$ cat src/hw/rtl/utf8vd_pkg.sv
// ----------------------------------------------------------------------------
// UTF-8 decoder package
// Shared types and constants of the validating UTF-8 decoder.
// ----------------------------------------------------------------------------
package utf8vd_pkg;

  localparam logic [20:0] REPL_CP  = 21'h00FFFD;
  localparam logic [20:0] MAX_CP   = 21'h10FFFF;
  localparam logic [20:0] SURR_LO  = 21'h00D800;
  localparam logic [20:0] SURR_HI  = 21'h00DFFF;
  localparam logic [20:0] MIN_CP2  = 21'h000080;
  localparam logic [20:0] MIN_CP3  = 21'h000800;
  localparam logic [20:0] MIN_CP4  = 21'h010000;

  localparam int QDEPTH = 4;
  localparam int QPTR_W = 2;
  localparam int QCNT_W = 3;

  typedef struct packed {
    logic [7:0] in_byte;
    logic       end_of_text;
  } in_item_t;

  typedef struct packed {
    logic [20:0] code_point;
    logic [2:0]  seq_bytes;
    logic        malformed;
    logic        run_last;
    logic        text_last;
  } out_item_t;

  // At most one request per byte: count results, all replacements but the last
  typedef struct packed {
    logic [2:0]  count;
    logic [20:0] last_cp;
    logic [2:0]  last_len;
    logic        last_bad;
    logic        eot;
  } cmd_t;

  typedef struct packed {
    logic valid;
    logic full;
  } q_status_t;

endpackage

$ cat src/hw/rtl/utf8vd_front.sv
// ----------------------------------------------------------------------------
// UTF-8 decoder front end
// Accepts bytes, tracks the open sequence and classifies each byte, pushing a
// request for the result stage when the byte yields results.
// ----------------------------------------------------------------------------
module utf8vd_front (
  input  logic                 clk,
  input  logic                 rst,
  input  logic                 byte_valid,
  output logic                 byte_ready,
  input  utf8vd_pkg::in_item_t byte_data,
  input  utf8vd_pkg::q_status_t q_status,
  output logic                 push,
  output utf8vd_pkg::cmd_t     push_cmd
);
  import utf8vd_pkg::*;

  logic [20:0] accum_value, accum_value_next;
  logic [2:0]  seq_length, seq_length_next;
  logic [1:0]  bytes_held, bytes_held_next;

  logic [7:0]  b;
  logic        eot, seq_open, cont, complete, bad_val, overlong, accept;
  logic [20:0] acc, lead_bits;
  logic [2:0]  held_inc, pre, lead_len;
  cmd_t        cmd;

  assign b        = byte_data.in_byte;
  assign eot      = byte_data.end_of_text;
  assign seq_open = (seq_length != 3'd0);
  assign cont     = (b[7:6] == 2'b10);
  assign acc      = {accum_value[14:0], b[5:0]};
  assign held_inc = {1'b0, bytes_held} + 3'd1;
  assign complete = (held_inc >= seq_length);
  assign overlong = ((seq_length == 3'd2) && (acc < MIN_CP2)) ||
                    ((seq_length == 3'd3) && (acc < MIN_CP3)) ||
                    ((seq_length == 3'd4) && (acc < MIN_CP4));
  assign bad_val  = overlong || (acc > MAX_CP) || ((acc >= SURR_LO) && (acc <= SURR_HI));
  assign pre      = seq_open ? {1'b0, bytes_held} : 3'd0;

  always_comb begin
    lead_len  = 3'd0;
    lead_bits = 21'd0;
    if (b[7:5] == 3'b110) begin
      lead_len  = 3'd2;
      lead_bits = {16'd0, b[4:0]};
    end else if (b[7:4] == 4'b1110) begin
      lead_len  = 3'd3;
      lead_bits = {17'd0, b[3:0]};
    end else if (b[7:3] == 5'b11110) begin
      lead_len  = 3'd4;
      lead_bits = {18'd0, b[2:0]};
    end
  end

  always_comb begin
    cmd              = '0;
    cmd.last_cp      = REPL_CP;
    cmd.last_len     = 3'd1;
    cmd.last_bad     = 1'b1;
    cmd.eot          = eot;
    accum_value_next = 21'd0;
    seq_length_next  = 3'd0;
    bytes_held_next  = 2'd0;
    if (seq_open && cont) begin
      if (complete) begin
        if (bad_val) begin
          cmd.count = held_inc;
        end else begin
          cmd.count    = 3'd1;
          cmd.last_cp  = acc;
          cmd.last_len = seq_length;
          cmd.last_bad = 1'b0;
        end
      end else if (eot) begin
        cmd.count = held_inc;
      end else begin
        accum_value_next = acc;
        seq_length_next  = seq_length;
        bytes_held_next  = held_inc[1:0];
      end
    end else begin
      if (!b[7]) begin
        cmd.count    = pre + 3'd1;
        cmd.last_cp  = {13'd0, b};
        cmd.last_len = 3'd1;
        cmd.last_bad = 1'b0;
      end else if ((lead_len != 3'd0) && !eot) begin
        cmd.count        = pre;
        accum_value_next = lead_bits;
        seq_length_next  = lead_len;
        bytes_held_next  = 2'd1;
      end else begin
        cmd.count = pre + 3'd1;
      end
    end
  end

  assign byte_ready = !q_status.full;
  assign accept     = byte_valid && byte_ready;
  assign push       = accept && (cmd.count != 3'd0);
  assign push_cmd   = cmd;

  always_ff @(posedge clk) begin
    if (rst) begin
      accum_value <= 21'd0;
      seq_length  <= 3'd0;
      bytes_held  <= 2'd0;
    end else if (accept) begin
      accum_value <= accum_value_next;
      seq_length  <= seq_length_next;
      bytes_held  <= bytes_held_next;
    end
  end

endmodule

$ cat src/hw/rtl/utf8vd_queue.sv
// ----------------------------------------------------------------------------
// UTF-8 decoder request queue
// Four-entry queue of requests between the front end and the result stage.
// ----------------------------------------------------------------------------
module utf8vd_queue (
  input  logic                  clk,
  input  logic                  rst,
  input  logic                  push,
  input  utf8vd_pkg::cmd_t      push_cmd,
  input  logic                  pop,
  output utf8vd_pkg::cmd_t      head_cmd,
  output utf8vd_pkg::q_status_t q_status
);
  import utf8vd_pkg::*;

  cmd_t              entries [QDEPTH];
  logic [QPTR_W-1:0] wr_ptr, rd_ptr;
  logic [QCNT_W-1:0] count;

  assign head_cmd       = entries[rd_ptr];
  assign q_status.valid = (count != '0);
  assign q_status.full  = (count == QCNT_W'(QDEPTH));

  always_ff @(posedge clk) begin
    if (push) begin
      entries[wr_ptr] <= push_cmd;
    end
  end

  always_ff @(posedge clk) begin
    if (rst) begin
      wr_ptr <= '0;
      rd_ptr <= '0;
      count  <= '0;
    end else begin
      if (push) begin
        wr_ptr <= wr_ptr + QPTR_W'(1);
      end
      if (pop) begin
        rd_ptr <= rd_ptr + QPTR_W'(1);
      end
      if (push && !pop) begin
        count <= count + QCNT_W'(1);
      end else if (pop && !push) begin
        count <= count - QCNT_W'(1);
      end
    end
  end

endmodule

$ cat src/hw/rtl/utf8vd_back.sv
// ----------------------------------------------------------------------------
// UTF-8 decoder result stage
// Expands each request into its results and holds them in an output register.
// ----------------------------------------------------------------------------
module utf8vd_back (
  input  logic                   clk,
  input  logic                   rst,
  input  utf8vd_pkg::cmd_t       head_cmd,
  input  utf8vd_pkg::q_status_t  q_status,
  output logic                   pop,
  output logic                   cp_valid,
  input  logic                   cp_ready,
  output utf8vd_pkg::out_item_t  cp_data
);
  import utf8vd_pkg::*;

  logic [1:0] sent;
  logic       load, is_last;
  out_item_t  item;

  assign load    = q_status.valid && (!cp_valid || cp_ready);
  assign is_last = ({1'b0, sent} == (head_cmd.count - 3'd1));
  assign pop     = load && is_last;

  always_comb begin
    if (is_last) begin
      item.code_point = head_cmd.last_cp;
      item.seq_bytes  = head_cmd.last_len;
      item.malformed  = head_cmd.last_bad;
      item.run_last   = 1'b1;
      item.text_last  = head_cmd.eot;
    end else begin
      item.code_point = REPL_CP;
      item.seq_bytes  = 3'd1;
      item.malformed  = 1'b1;
      item.run_last   = 1'b0;
      item.text_last  = 1'b0;
    end
  end

  always_ff @(posedge clk) begin
    if (load) begin
      cp_data <= item;
    end
  end

  always_ff @(posedge clk) begin
    if (rst) begin
      cp_valid <= 1'b0;
      sent     <= 2'd0;
    end else begin
      if (load) begin
        cp_valid <= 1'b1;
        sent     <= is_last ? 2'd0 : sent + 2'd1;
      end else if (cp_ready) begin
        cp_valid <= 1'b0;
      end
    end
  end

endmodule

$ cat src/hw/rtl/utf8_validating_decoder.sv
// ----------------------------------------------------------------------------
// UTF-8 validating decoder
// Path: a byte's first result passes the request queue, then the output register.
// Throughput: one byte per cycle while the request queue is not full; a byte giving
// k results sends them out in turn, with a four-request queue absorbing the burst.
// Reset: clears the open sequence, the request queue and the output valid.
// ----------------------------------------------------------------------------
module utf8_validating_decoder (
  input  logic                  clk,
  input  logic                  rst,
  input  logic                  byte_valid,
  output logic                  byte_ready,
  input  utf8vd_pkg::in_item_t  byte_data,
  output logic                  cp_valid,
  input  logic                  cp_ready,
  output utf8vd_pkg::out_item_t cp_data
);
  import utf8vd_pkg::*;

  logic      push, pop;
  cmd_t      push_cmd, head_cmd;
  q_status_t q_status;

  utf8vd_front u_front (
    .clk        (clk),
    .rst        (rst),
    .byte_valid (byte_valid),
    .byte_ready (byte_ready),
    .byte_data  (byte_data),
    .q_status   (q_status),
    .push       (push),
    .push_cmd   (push_cmd)
  );

  utf8vd_queue u_queue (
    .clk      (clk),
    .rst      (rst),
    .push     (push),
    .push_cmd (push_cmd),
    .pop      (pop),
    .head_cmd (head_cmd),
    .q_status (q_status)
  );

  utf8vd_back u_back (
    .clk      (clk),
    .rst      (rst),
    .head_cmd (head_cmd),
    .q_status (q_status),
    .pop      (pop),
    .cp_valid (cp_valid),
    .cp_ready (cp_ready),
    .cp_data  (cp_data)
  );

endmodule
$ cat config.mk
export PLATFORM = sky130hd
export DESIGN_NAME = utf8_validating_decoder
export DESIGN_NICKNAME = d
export VERILOG_FILES = /design/src/hw/rtl/utf8vd_pkg.sv /design/src/hw/rtl/utf8vd_front.sv /design/src/hw/rtl/utf8vd_queue.sv /design/src/hw/rtl/utf8vd_back.sv /design/src/hw/rtl/utf8_validating_decoder.sv
export SDC_FILE = /design/constraint.sdc
export NUM_CORES = 1
export LEC_CHECK = 0
export BUFFER_PORTS_ARGS = -buffer_cell sky130_fd_sc_hd__buf_4
export CORE_ASPECT_RATIO = 1.1
export CORE_MARGIN = 2
export CORE_UTILIZATION = 60
export DETAILED_ROUTE_END_ITERATION = 10
export PLACE_DENSITY = 0.79
export SYNTH_ARGS = -nofsm -noshare
export SYNTH_HDL_FRONTEND = slang
export SYNTH_SLANG_ARGS = --single-unit
$ cat constraint.sdc
create_clock -name clk -period 4.89 [get_ports clk]
set_clock_uncertainty 0.15 [all_clocks]
set_input_delay 0.2445 -clock clk [delete_from_list [all_inputs] [get_ports clk]]
set_output_delay 0.2445 -clock clk [all_outputs]
set_load 0.005 [all_outputs]
# Word level (Yosys, flattened, before mapping)
# Memory sizes are Yosys's and may differ from the RTL's. A register that Yosys moved wholly into a read port is not among the register bits.
# Cells that the tools add are included.
[totals]
reg_bits = 57
latch_bits = 0
mem_bits_rw = 116
mem_bits_ro = 0
inputBits = 13
out_inout_bits = 29
elab_cells = 109
mem_count = 1
[memory_table]
columns = ["name", "depth", "word_bits", "read_ports", "rd_clocked_by_memory_dff", "wr", "line_no", "rtl"]
rows = [
  ["u_queue.entries", 4, 29, 1, 1, 1, "utf8vd_queue.sv:16", "cmd_t entries [QDEPTH];"],
]
[op_classes]
add_sub_neg = 8
n_mul = 0
n_div = 0
magnitude_cmp = 7
n_eq_ne = 10
shift = 0
n_mux = 41
bitwise = 0
n_reduce_logical = 29
[op_table]
columns = ["operator", "n"]
rows = [
  ["2-to-1 mux 15 bit", 6],
  ["2-to-1 mux 25 bit", 2],
  ["2-to-1 mux 3 bit", 16],
  ["2-to-1 mux 28 bit", 1],
  [">= comparator 21 x 16 -> 1 bit (second input constant)", 1],
  ["> comparator 21 bit (second input constant)", 1],
  ["<= comparator 21 x 16 -> 1 bit (second input constant)", 1],
  ["< comparator 21 x 12 -> 1 bit (second input constant)", 1],
  ["< comparator 21 x 17 -> 1 bit (second input constant)", 1],
  ["< comparator 21 x 8 -> 1 bit (second input constant)", 1],
  ["2-to-1 mux 20 bit", 1],
  ["2-to-1 mux 2 bit", 9],
  ["logical AND 1 bit", 12],
  ["nonzero test 3 bit", 4],
  ["equality test 3 bit (second input constant)", 3],
  ["adder 2 x 1 -> 2 bit (second input constant)", 3],
  ["adder 3 x 1 -> 3 bit (second input constant)", 2],
  ["equality test 3 x 2 -> 1 bit (second input constant)", 2],
  ["subtractor 3 x 1 -> 3 bit (second input constant)", 2],
  ["equality test 5 bit (second input constant)", 1],
  ["zero test 1 bit", 5],
  ["logical OR 1 bit", 5],
  ["2-to-1 mux 1 bit", 5],
  ["equality test 4 bit (second input constant)", 1],
  ["other kinds (8)", 9],
]

# Depth between registers and ports, before layout
# Gate-level depths: netlist of run 1.
[logic_depth]
ltp_word = 15
depth_mapped = 14
mapped_depth_nobuf = 14

# Cells and area by module
# From an unflattened synthesis of run 1, not the netlist that was laid out.
[unflattened]
hier_cells = 445
hier_area_um2 = 7183.1
[modules_own_cells]
columns = ["mod", "instances", "cells_each", "area_per_inst_um2", "seq_area_each_um2"]
rows = [
  ["utf8vd_queue", 1, 195, 4623.2, 3663.5],
  ["utf8vd_front", 1, 171, 1372.6, 400.4],
  ["utf8vd_back", 1, 79, 1187.4, 870.8],
]

# Least setup slack after synthesis of run 1
# No wires, ideal clock.
[synth_path]
path_type = "register -> register"
startpoint = "register u_front.bytes_held[0]"
endpoint = "memory u_queue.entries[0][0] (netlist name) (enable)"
arrival_ps = 3264
required_ps = 4325
path_slack_ps = 1061
stages_incl_launch_ff = 9
n_path_buf = 0
period_less_slack_ps = 3829
cell_sequence = "dfxtp_1 > ha_1 > ha_1 > nand2_1 > o21ai_0 > nor3_2 > o31ai_2 > o41ai_2 > nor2_1"
[synth_via]
elab_chain_len = 9
[synth_rtl]
columns = ["item", "line_no", "rtl"]
rows = [
  ["start: declaration", "utf8vd_front.sv:20", "logic [1:0] bytes_held, bytes_held_next;"],
  ["start signal: assignment", "utf8vd_front.sv:112", "bytes_held <= bytes_held_next;"],
  ["2-to-1 mux 2 bit", "utf8vd_front.sv:39", "assign pre = seq_open ? {1'b0, bytes_held} : 3'd0;"],
  ["adder 3 x 1 -> 3 bit", "utf8vd_front.sv:84, utf8vd_front.sv:94", ""],
  ["2-to-1 mux 3 bit", "utf8vd_front.sv:88", "end else if ((lead_len != 3'd0) && !eot) begin"],
  ["2-to-1 mux 3 bit", "utf8vd_front.sv:83", "if (!b[7]) begin"],
  ["2-to-1 mux 28 bit *", "utf8vd_front.sv:65", "if (seq_open && cont) begin"],
  ["nonzero test 3 bit *", "utf8vd_front.sv:101", "assign push = accept && (cmd.count != 3'd0);"],
  ["logical AND 1 bit *", "utf8vd_front.sv:101", ""],
  ["2-to-1 mux 1 bit *", "utf8vd_queue.sv:25", "if (push) begin"],
  ["2-to-1 mux 1 bit (implied by the code) *", "utf8vd_queue.sv:26", "entries[wr_ptr] <= push_cmd;"],
  ["end: declaration", "utf8vd_queue.sv:16", ""],
]
# Every way passes the cells marked *; elsewhere a longest branch is shown, timed or not.

# Worst setup path in the final report of run 1
[layout_path]
startpoint = "register u_front.bytes_held[0]"
endpoint = "register u_queue.count[2]"
[layout_via]
elab_chain_len = 10
[layout_rtl]
columns = ["item", "line_no", "rtl"]
rows = [
  ["2-to-1 mux 2 bit", "utf8vd_front.sv:39", ""],
  ["adder 3 x 1 -> 3 bit", "utf8vd_front.sv:84, utf8vd_front.sv:94", ""],
  ["2-to-1 mux 3 bit", "utf8vd_front.sv:88", ""],
  ["2-to-1 mux 3 bit", "utf8vd_front.sv:83", ""],
  ["2-to-1 mux 28 bit *", "utf8vd_front.sv:65", ""],
  ["nonzero test 3 bit *", "utf8vd_front.sv:101", ""],
  ["logical AND 1 bit *", "utf8vd_front.sv:101", ""],
  ["net push", "utf8_validating_decoder.sv:20", "logic push, pop;"],
  ["zero test 1 bit", "utf8vd_queue.sv:44", "end else if (pop && !push) begin"],
  ["logical AND 1 bit", "utf8vd_queue.sv:44", ""],
  ["nonzero test 2 bit (no source line)", "-", ""],
  ["end signal: assignment", "utf8vd_queue.sv:43", "count <= count + QCNT_W'(1);"],
  ["end signal: assignment", "utf8vd_queue.sv:45", "count <= count - QCNT_W'(1);"],
  ["end: declaration", "utf8vd_queue.sv:18", "logic [QCNT_W-1:0] count;"],
]
# The timed path passes the listed nets; every way through them passes the cells marked *.
# A chain may end at the register's enable or synchronous reset.

==> reports/results.ini, run 1 <==
[yosys]
yosysMostFrequentCell=edfxtp_1
synth_ff_type=edfxtp_1
synth_area_leaders=edfxtp_1 (60%), mux4_2 (9.1%), dfxtp_1 (8.9%), nand2_1 (2.2%), nand2b_1 (2.2%)
synth.distinct_cells=54
yosysTopAreaCell=edfxtp_1
synthTopCellsByCount=edfxtp_1 (143), nand2_1 (43), dfxtp_1 (32)
postSynthCellCount=466
ys_seq_area_share_pct=68.5
ys_seq_elements=175
synth-edff-count=143
synth_fp_nets=491
synth_top_area_share_pct=59.6
synth-warning-count=0
async_flop_share_pct=0
synth.avg_cell_area_um2=15.5
netlist_area_um2=7200

[job]
cap_viol_max_count=0

[global_route]
grt_max_degree=34
grt_overflow=0
grt_pass1_wl_um=22300
grt_use_total_pct=23.7
grt_pass1_vias=4279
antenna_found_initial=0

[routing]
first_pass_iters=5
antenna_left=0
remaining_drc_errors=0
routed_via_density=6.09
drt_iter0_markers=418
wl_met2_um=7120
vias=4204
drt-wirelength-per-cell_um=20.3
routed.top_layer=met4
wl_met1_um=5640
wl_met3_um=799
wl_um=14000

[placed_design]
gp_congestion=0.876
port_buffers=41
placed_cell_area_um2=7730
dp_hpwl_um=8580

[clock_tree]
cts.sinks=175
h-tree-depth=4
cts-root-buf=clkbuf_16
clock_latency_ps=420
clk_pin_slew_ps=60
cts_resized=0
cts_max_path_buffers=2
cts_buffers=17
cts_tree=done

[finish]
nFillCells=767
utilization_pct=71.7
antenna_cells=0
final_layout_size_suffix_gt1_share_pct=24.8
multiInputGateArea_um2=2140
area_growth_pct=15.4
seqCellArea_um2=4940
finalNetCount=552
fin_area_um2=8320

[timing]
slew_headroom_pct=38.9
finalSetupViolCount=0
rsz0062_at_grt=no
fin_crit_ps=4000
max_freq_mhz=250
post-route-period-util_pct=81.7
finalHoldViolCount=0
setup_tns_ps=0
slew_viol_final=0
worst_pin_slew_ps=916

[critical_path]
worst-r2r-setup-slack_ps=890
critical_path_arrival_ps=4190
crit_fanout=16
start_kind=flop
critical_path_class=reg2reg
crit_required_ps=5090
end_kind=flop

[floorplan]
dieArea_um2=12900
die-width_um=108
fp-row-count=41
top_level_ports=42
start_util_pct=62.1
die_height_um=119
coreArea_um2=11600

[worst_hold_path]
hold_path_class=in2reg

[power_and_ir_drop]
powerDensity_nw_per_um2=507
leakage_nw=2.77
fin_total_pwr_mw=4.22
ir_drop_uv=374

[status]
status=finished, final reports clean

-- metal layers --
layer	global-route usage [%]	vias to the layer above
met4	10.8	0
met2	38.3	172
li1	-	1889
met5	0	-
met3	5.80	31
met1	30.5	2112
-- per-stage QoR --
stage | hold WS [ps] | cells | worst slack (ps)
4_1_cts | 1.41 | 690 | 918
6_report | 16.7 | 690 | 894
2_1_floorplan | 193 | 466 | 1060
3_3_place_gp | 308 | 652 | 1080
5_1_grt | 9.28 | 690 | 627
3_5_place_dp | 320 | 652 | 927
-- state kept, by name (all words and copies together) (netlist names), named ones only --
| register | count |
|---|---|
| u_front.seq_length | 3 |
| u_queue.entries | 116 |
| u_front.accum_value | 15 |
| u_queue.wr_ptr | 2 |
| u_back.cp_valid | 1 |
| u_queue.rd_ptr | 2 |
| u_queue.count | 3 |
| u_back.cp_data | 27 |
| u_back.sent | 2 |
| u_front.bytes_held | 2 |
-- worst paths after layout --
check,cells past startpoint,startpoint,endpoint
setup / recovery,15,u_front.bytes_held[0],u_queue.count[2]
setup reg to reg,15,u_front.bytes_held[0],u_queue.count[2]
hold / removal,3,byte_data[3],u_front.accum_value[2]
hold reg to reg,2,u_back.cp_valid,u_back.cp_valid
-- cell usage in the layout (no fill, tap or decap), types with 8 or more instances in the layout --
| master | Yosys | layout |
|---|---|---|
| ha_1 | 11 | 11 |
| nand2_1 | 43 | 43 |
| clkinvlp_4 | 0 | 8 |
| nor2_1 | 21 | 17 |
| nand2b_1 | 25 | 25 |
| dfxtp_1 | 32 | 31 |
| buf_4 | 1 | 55 |
| edfxtp_1 | 143 | 143 |
| inv_1 | 15 | 15 |
| nor3_1 | 9 | 9 |
| nand3_1 | 14 | 14 |
| clkbuf_16 | 0 | 17 |
| and2_1 | 18 | 18 |
| mux4_2 | 29 | 29 |
| a21oi_1 | 24 | 24 |
-- area by class of cell --
type	instances	share of cell area, %
clock buffer	18	5.16
sequential	175	59.4
timing repair buffer	61	5.69
tap	150	2.26
inverter	15	0.677
clock inverter	14	1.13
multi-input combinational	257	25.7
-- cell families (layout without fill, tap and decap cells) --
kind of cell    after synthesis  count (layout)  synth area share [%]
xor+xnor                      8               8                 0.973
fa+ha+maj                    12              12                  2.19
buf+inv                      34             108                  2.01
compound gates               53              53                  5.42
simple gates                151             151                  11.3
flops                       175             175                  68.5
mux                          33              33                  9.62
-- power breakdown --
part           internal, mW  leakage, nW  switching [mW]
logic                 0.478        0.999           0.515
registers              1.91         1.54           0.116
clock network         0.644        0.230           0.551
total                  3.03         2.77            1.18
-- repair_timing --
| action | 4_1_cts | 5_1_grt |
|---|---|---|
| hold buffers | 6 | 0 |
| buffers inserted | 0 | 0 |
| endpoints found under the hold margin | 9 | 0 |
-- worst max-delay path, stage by stage, from the launching register on --
cell     delay, ps
dfxtp_1        440
ha_1           330
ha_1           300
nand2_1         60
o21ai_0        310
nor3_2          80
buf_4          200
o31ai_2        470
o41ai_2        230
inv_1          100
ha_1           180
inv_1           60
fa_1           370
xor2_1         150
or3_1          310
a21oi_1        170
Power figures use the tool's default switching activity.
==> run 2: changes to the inputs <==
==> constraint.sdc (replaced) <==
create_clock -name clk -period 4.1 [get_ports clk]
set_clock_uncertainty 0.15 [all_clocks]
set_input_delay 0.205 -clock clk [delete_from_list [all_inputs] [get_ports clk]]
set_output_delay 0.205 -clock clk [all_outputs]
set_load 0.005 [all_outputs]
==> run 2 against run 1 <==
Effect of this change: worst hold slack improved by 2.0 ps; critical path depth fell by 1; clock power rose by 33%; critical path type unchanged; highest routed layer unchanged.
==> reports/results.ini, run 2 (synthesized netlist as in run 1, its figures left out) <==
[status]
status=finished, final reports clean

[placed_design]
port_buffers=41  ; unchanged
dp_hpwl_um=8570  ; -0.13%
gp_congestion=0.988  ; +13%
dp_cells=652  ; unchanged

[clock_tree]
cts_buffers=17  ; unchanged
cts_max_path_buffers=2  ; unchanged
cts-root-buf=clkbuf_16
clk_pin_slew_ps=60  ; about the same
cts.sinks=175  ; unchanged
cts_tree=done
h-tree-depth=4  ; unchanged
clock_latency_ps=410  ; about the same

[critical_path]
worst-r2r-setup-slack_ps=380  ; -510 ps
start_kind=flop
end_kind=flop
crit_fanout=6  ; -10
critical_path_class=reg2reg
crit_required_ps=4290  ; -800 ps
critical_path_arrival_ps=3910  ; -280 ps

[job]
cap_viol_max_count=0  ; unchanged

[timing]
fin_crit_ps=3720  ; -278 ps
rsz0062_at_grt=no
slew_viol_final=0  ; unchanged
post-route-period-util_pct=90.7  ; +9.0 points
slew_headroom_pct=40.3  ; +1.4 points
setup_tns_ps=0  ; unchanged
finalHoldViolCount=0  ; unchanged
finalSetupViolCount=0  ; unchanged
max_freq_mhz=269  ; +7.5%
worst_pin_slew_ps=895  ; -21.5 ps

[floorplan]
die_height_um=119  ; unchanged
top_level_ports=42  ; unchanged
die-width_um=108  ; unchanged
coreArea_um2=11600  ; unchanged
fp-row-count=41  ; unchanged
dieArea_um2=12900  ; unchanged
start_util_pct=62.1  ; unchanged

[global_route]
grt_pass1_vias=4249  ; -0.70%
grt_max_degree=34  ; unchanged
antenna_found_initial=0  ; unchanged
grt_pass1_wl_um=22800  ; +2.2%
grt_use_total_pct=23.8  ; +0.076 points
grt_overflow=0  ; unchanged

[worst_hold_path]
hold_path_class=in2reg

[finish]
final_cell_mix=edfxtp_1 (143), buf_4 (56), nand2_1 (43), dfxtp_1 (31), mux4_2 (29)
final_common_cell=edfxtp_1
finalNetCount=556  ; +0.72%
reg_top3=u_queue.entries (116), u_back.cp_data (27), u_front.accum_value (15)
nFillCells=717  ; -6.5%
final_layout_size_suffix_gt1_share_pct=25.7  ; +0.92 points
layoutNonFillerInstCount=694  ; +0.58%
top_register=u_queue.entries
area_growth_pct=17.1
antenna_cells=0  ; unchanged
largest_reg_flops=116  ; unchanged

[routing]
vias=4155  ; -1.2%
drt-wirelength-per-cell_um=20.1  ; -1.1%
first_pass_iters=5  ; unchanged
wl_um=13900  ; -0.49%
drt_iter0_markers=434  ; +3.8%
routed_via_density=5.99  ; -1.7%
remaining_drc_errors=0  ; unchanged
antenna_left=0  ; unchanged

[power_and_ir_drop]
ir_drop_uv=300  ; -20%
powerDensity_nw_per_um2=617  ; +22%
leakage_nw=2.84  ; +2.6%

==> run 2: changes by cell type in the layout (fill, tap and decap cells not counted), moves of 2 or more <==
cell / previous run / this run
dlygate4sd3_1: 6 / 8
bufinv_16: 0 / 2
clkinvlp_4: 8 / 3
clkinv_4: 0 / 3
clkinv_1: 3 / 0
clkinv_2: 1 / 3
==> run 2: path summary, 6_finish.rpt <==
check                        start          endpoint  cells after the start
max          u_front.bytes_held[0]  u_queue.count[2]                     14
min                            rst    u_back.sent[0]                      2
max reg2reg  u_front.bytes_held[0]  u_queue.count[2]                     14
min reg2reg        u_back.cp_valid   u_back.cp_valid                      2
==> run 2: worst max-delay path, stage by stage, from the launching register on <==
cell	delay, ps
dfxtp_1	450
ha_1	340
ha_1	220
a21oi_1	200
o21a_1	230
nand3_1	90
o2bb2ai_1	470
o41ai_4	180
inv_1	80
ha_1	190
inv_1	70
fa_1	380
xor2_1	160
or3_1	300
a21oi_1	140
==> run 2: per-layer routing <==
metal / vias to the layer above / global-route usage, % / wire length, µm
met2: 191 / 37.9 / 7010
met3: 32 / 5.47 / 902
met4: 0 / 9.29 / 386
li1: 1892 / - / -
met1: 2040 / 32.1 / 5620
met5: - / 0 / 0
==> run 2: cell type report <==
class	count	area, µm²	share of cell area, %
repair buffers	65	520	6.17
clock inverters	15	161	1.91
flip-flops and latches	175	4940	58.5
inverters	15	56.3	0.667
well taps	150	188	2.22
clock buffers	17	425	5.04
multi-input cells	257	2150	25.5
==> run 2: power by group <==
part	internal (mW)	leakage, nW	total (mW)	switching, mW
combinational	0.584	1.02	1.22	0.638
clock	0.906	0.282	1.58	0.675
sequential	2.28	1.54	2.40	0.118
==> run 2: through the flow <==
stage	hold WS [ps]	setup WS, ps	util [%]	instance area [µm²]	total power [mW]
6_report	18.8	382	72.8	8440	5.20
5_1_grt	18.6	44.2	72.8	8440	5.45
4_1_cts	3.32	88.3	72.6	8410	5.24
3_5_place_dp	314	146	66.8	7740	3.65
3_3_place_gp	309	397	66.8	7740	3.60
2_1_floorplan	154	271	-	7200	3.19
==> run 2: repair_timing <==
action                     4_1_cts  5_1_grt
hold buffers                     8        0
gates resized for setup          0        1
setup buffers                    0        2
setup endpoints to repair        0        2
hold endpoints to repair        12        0
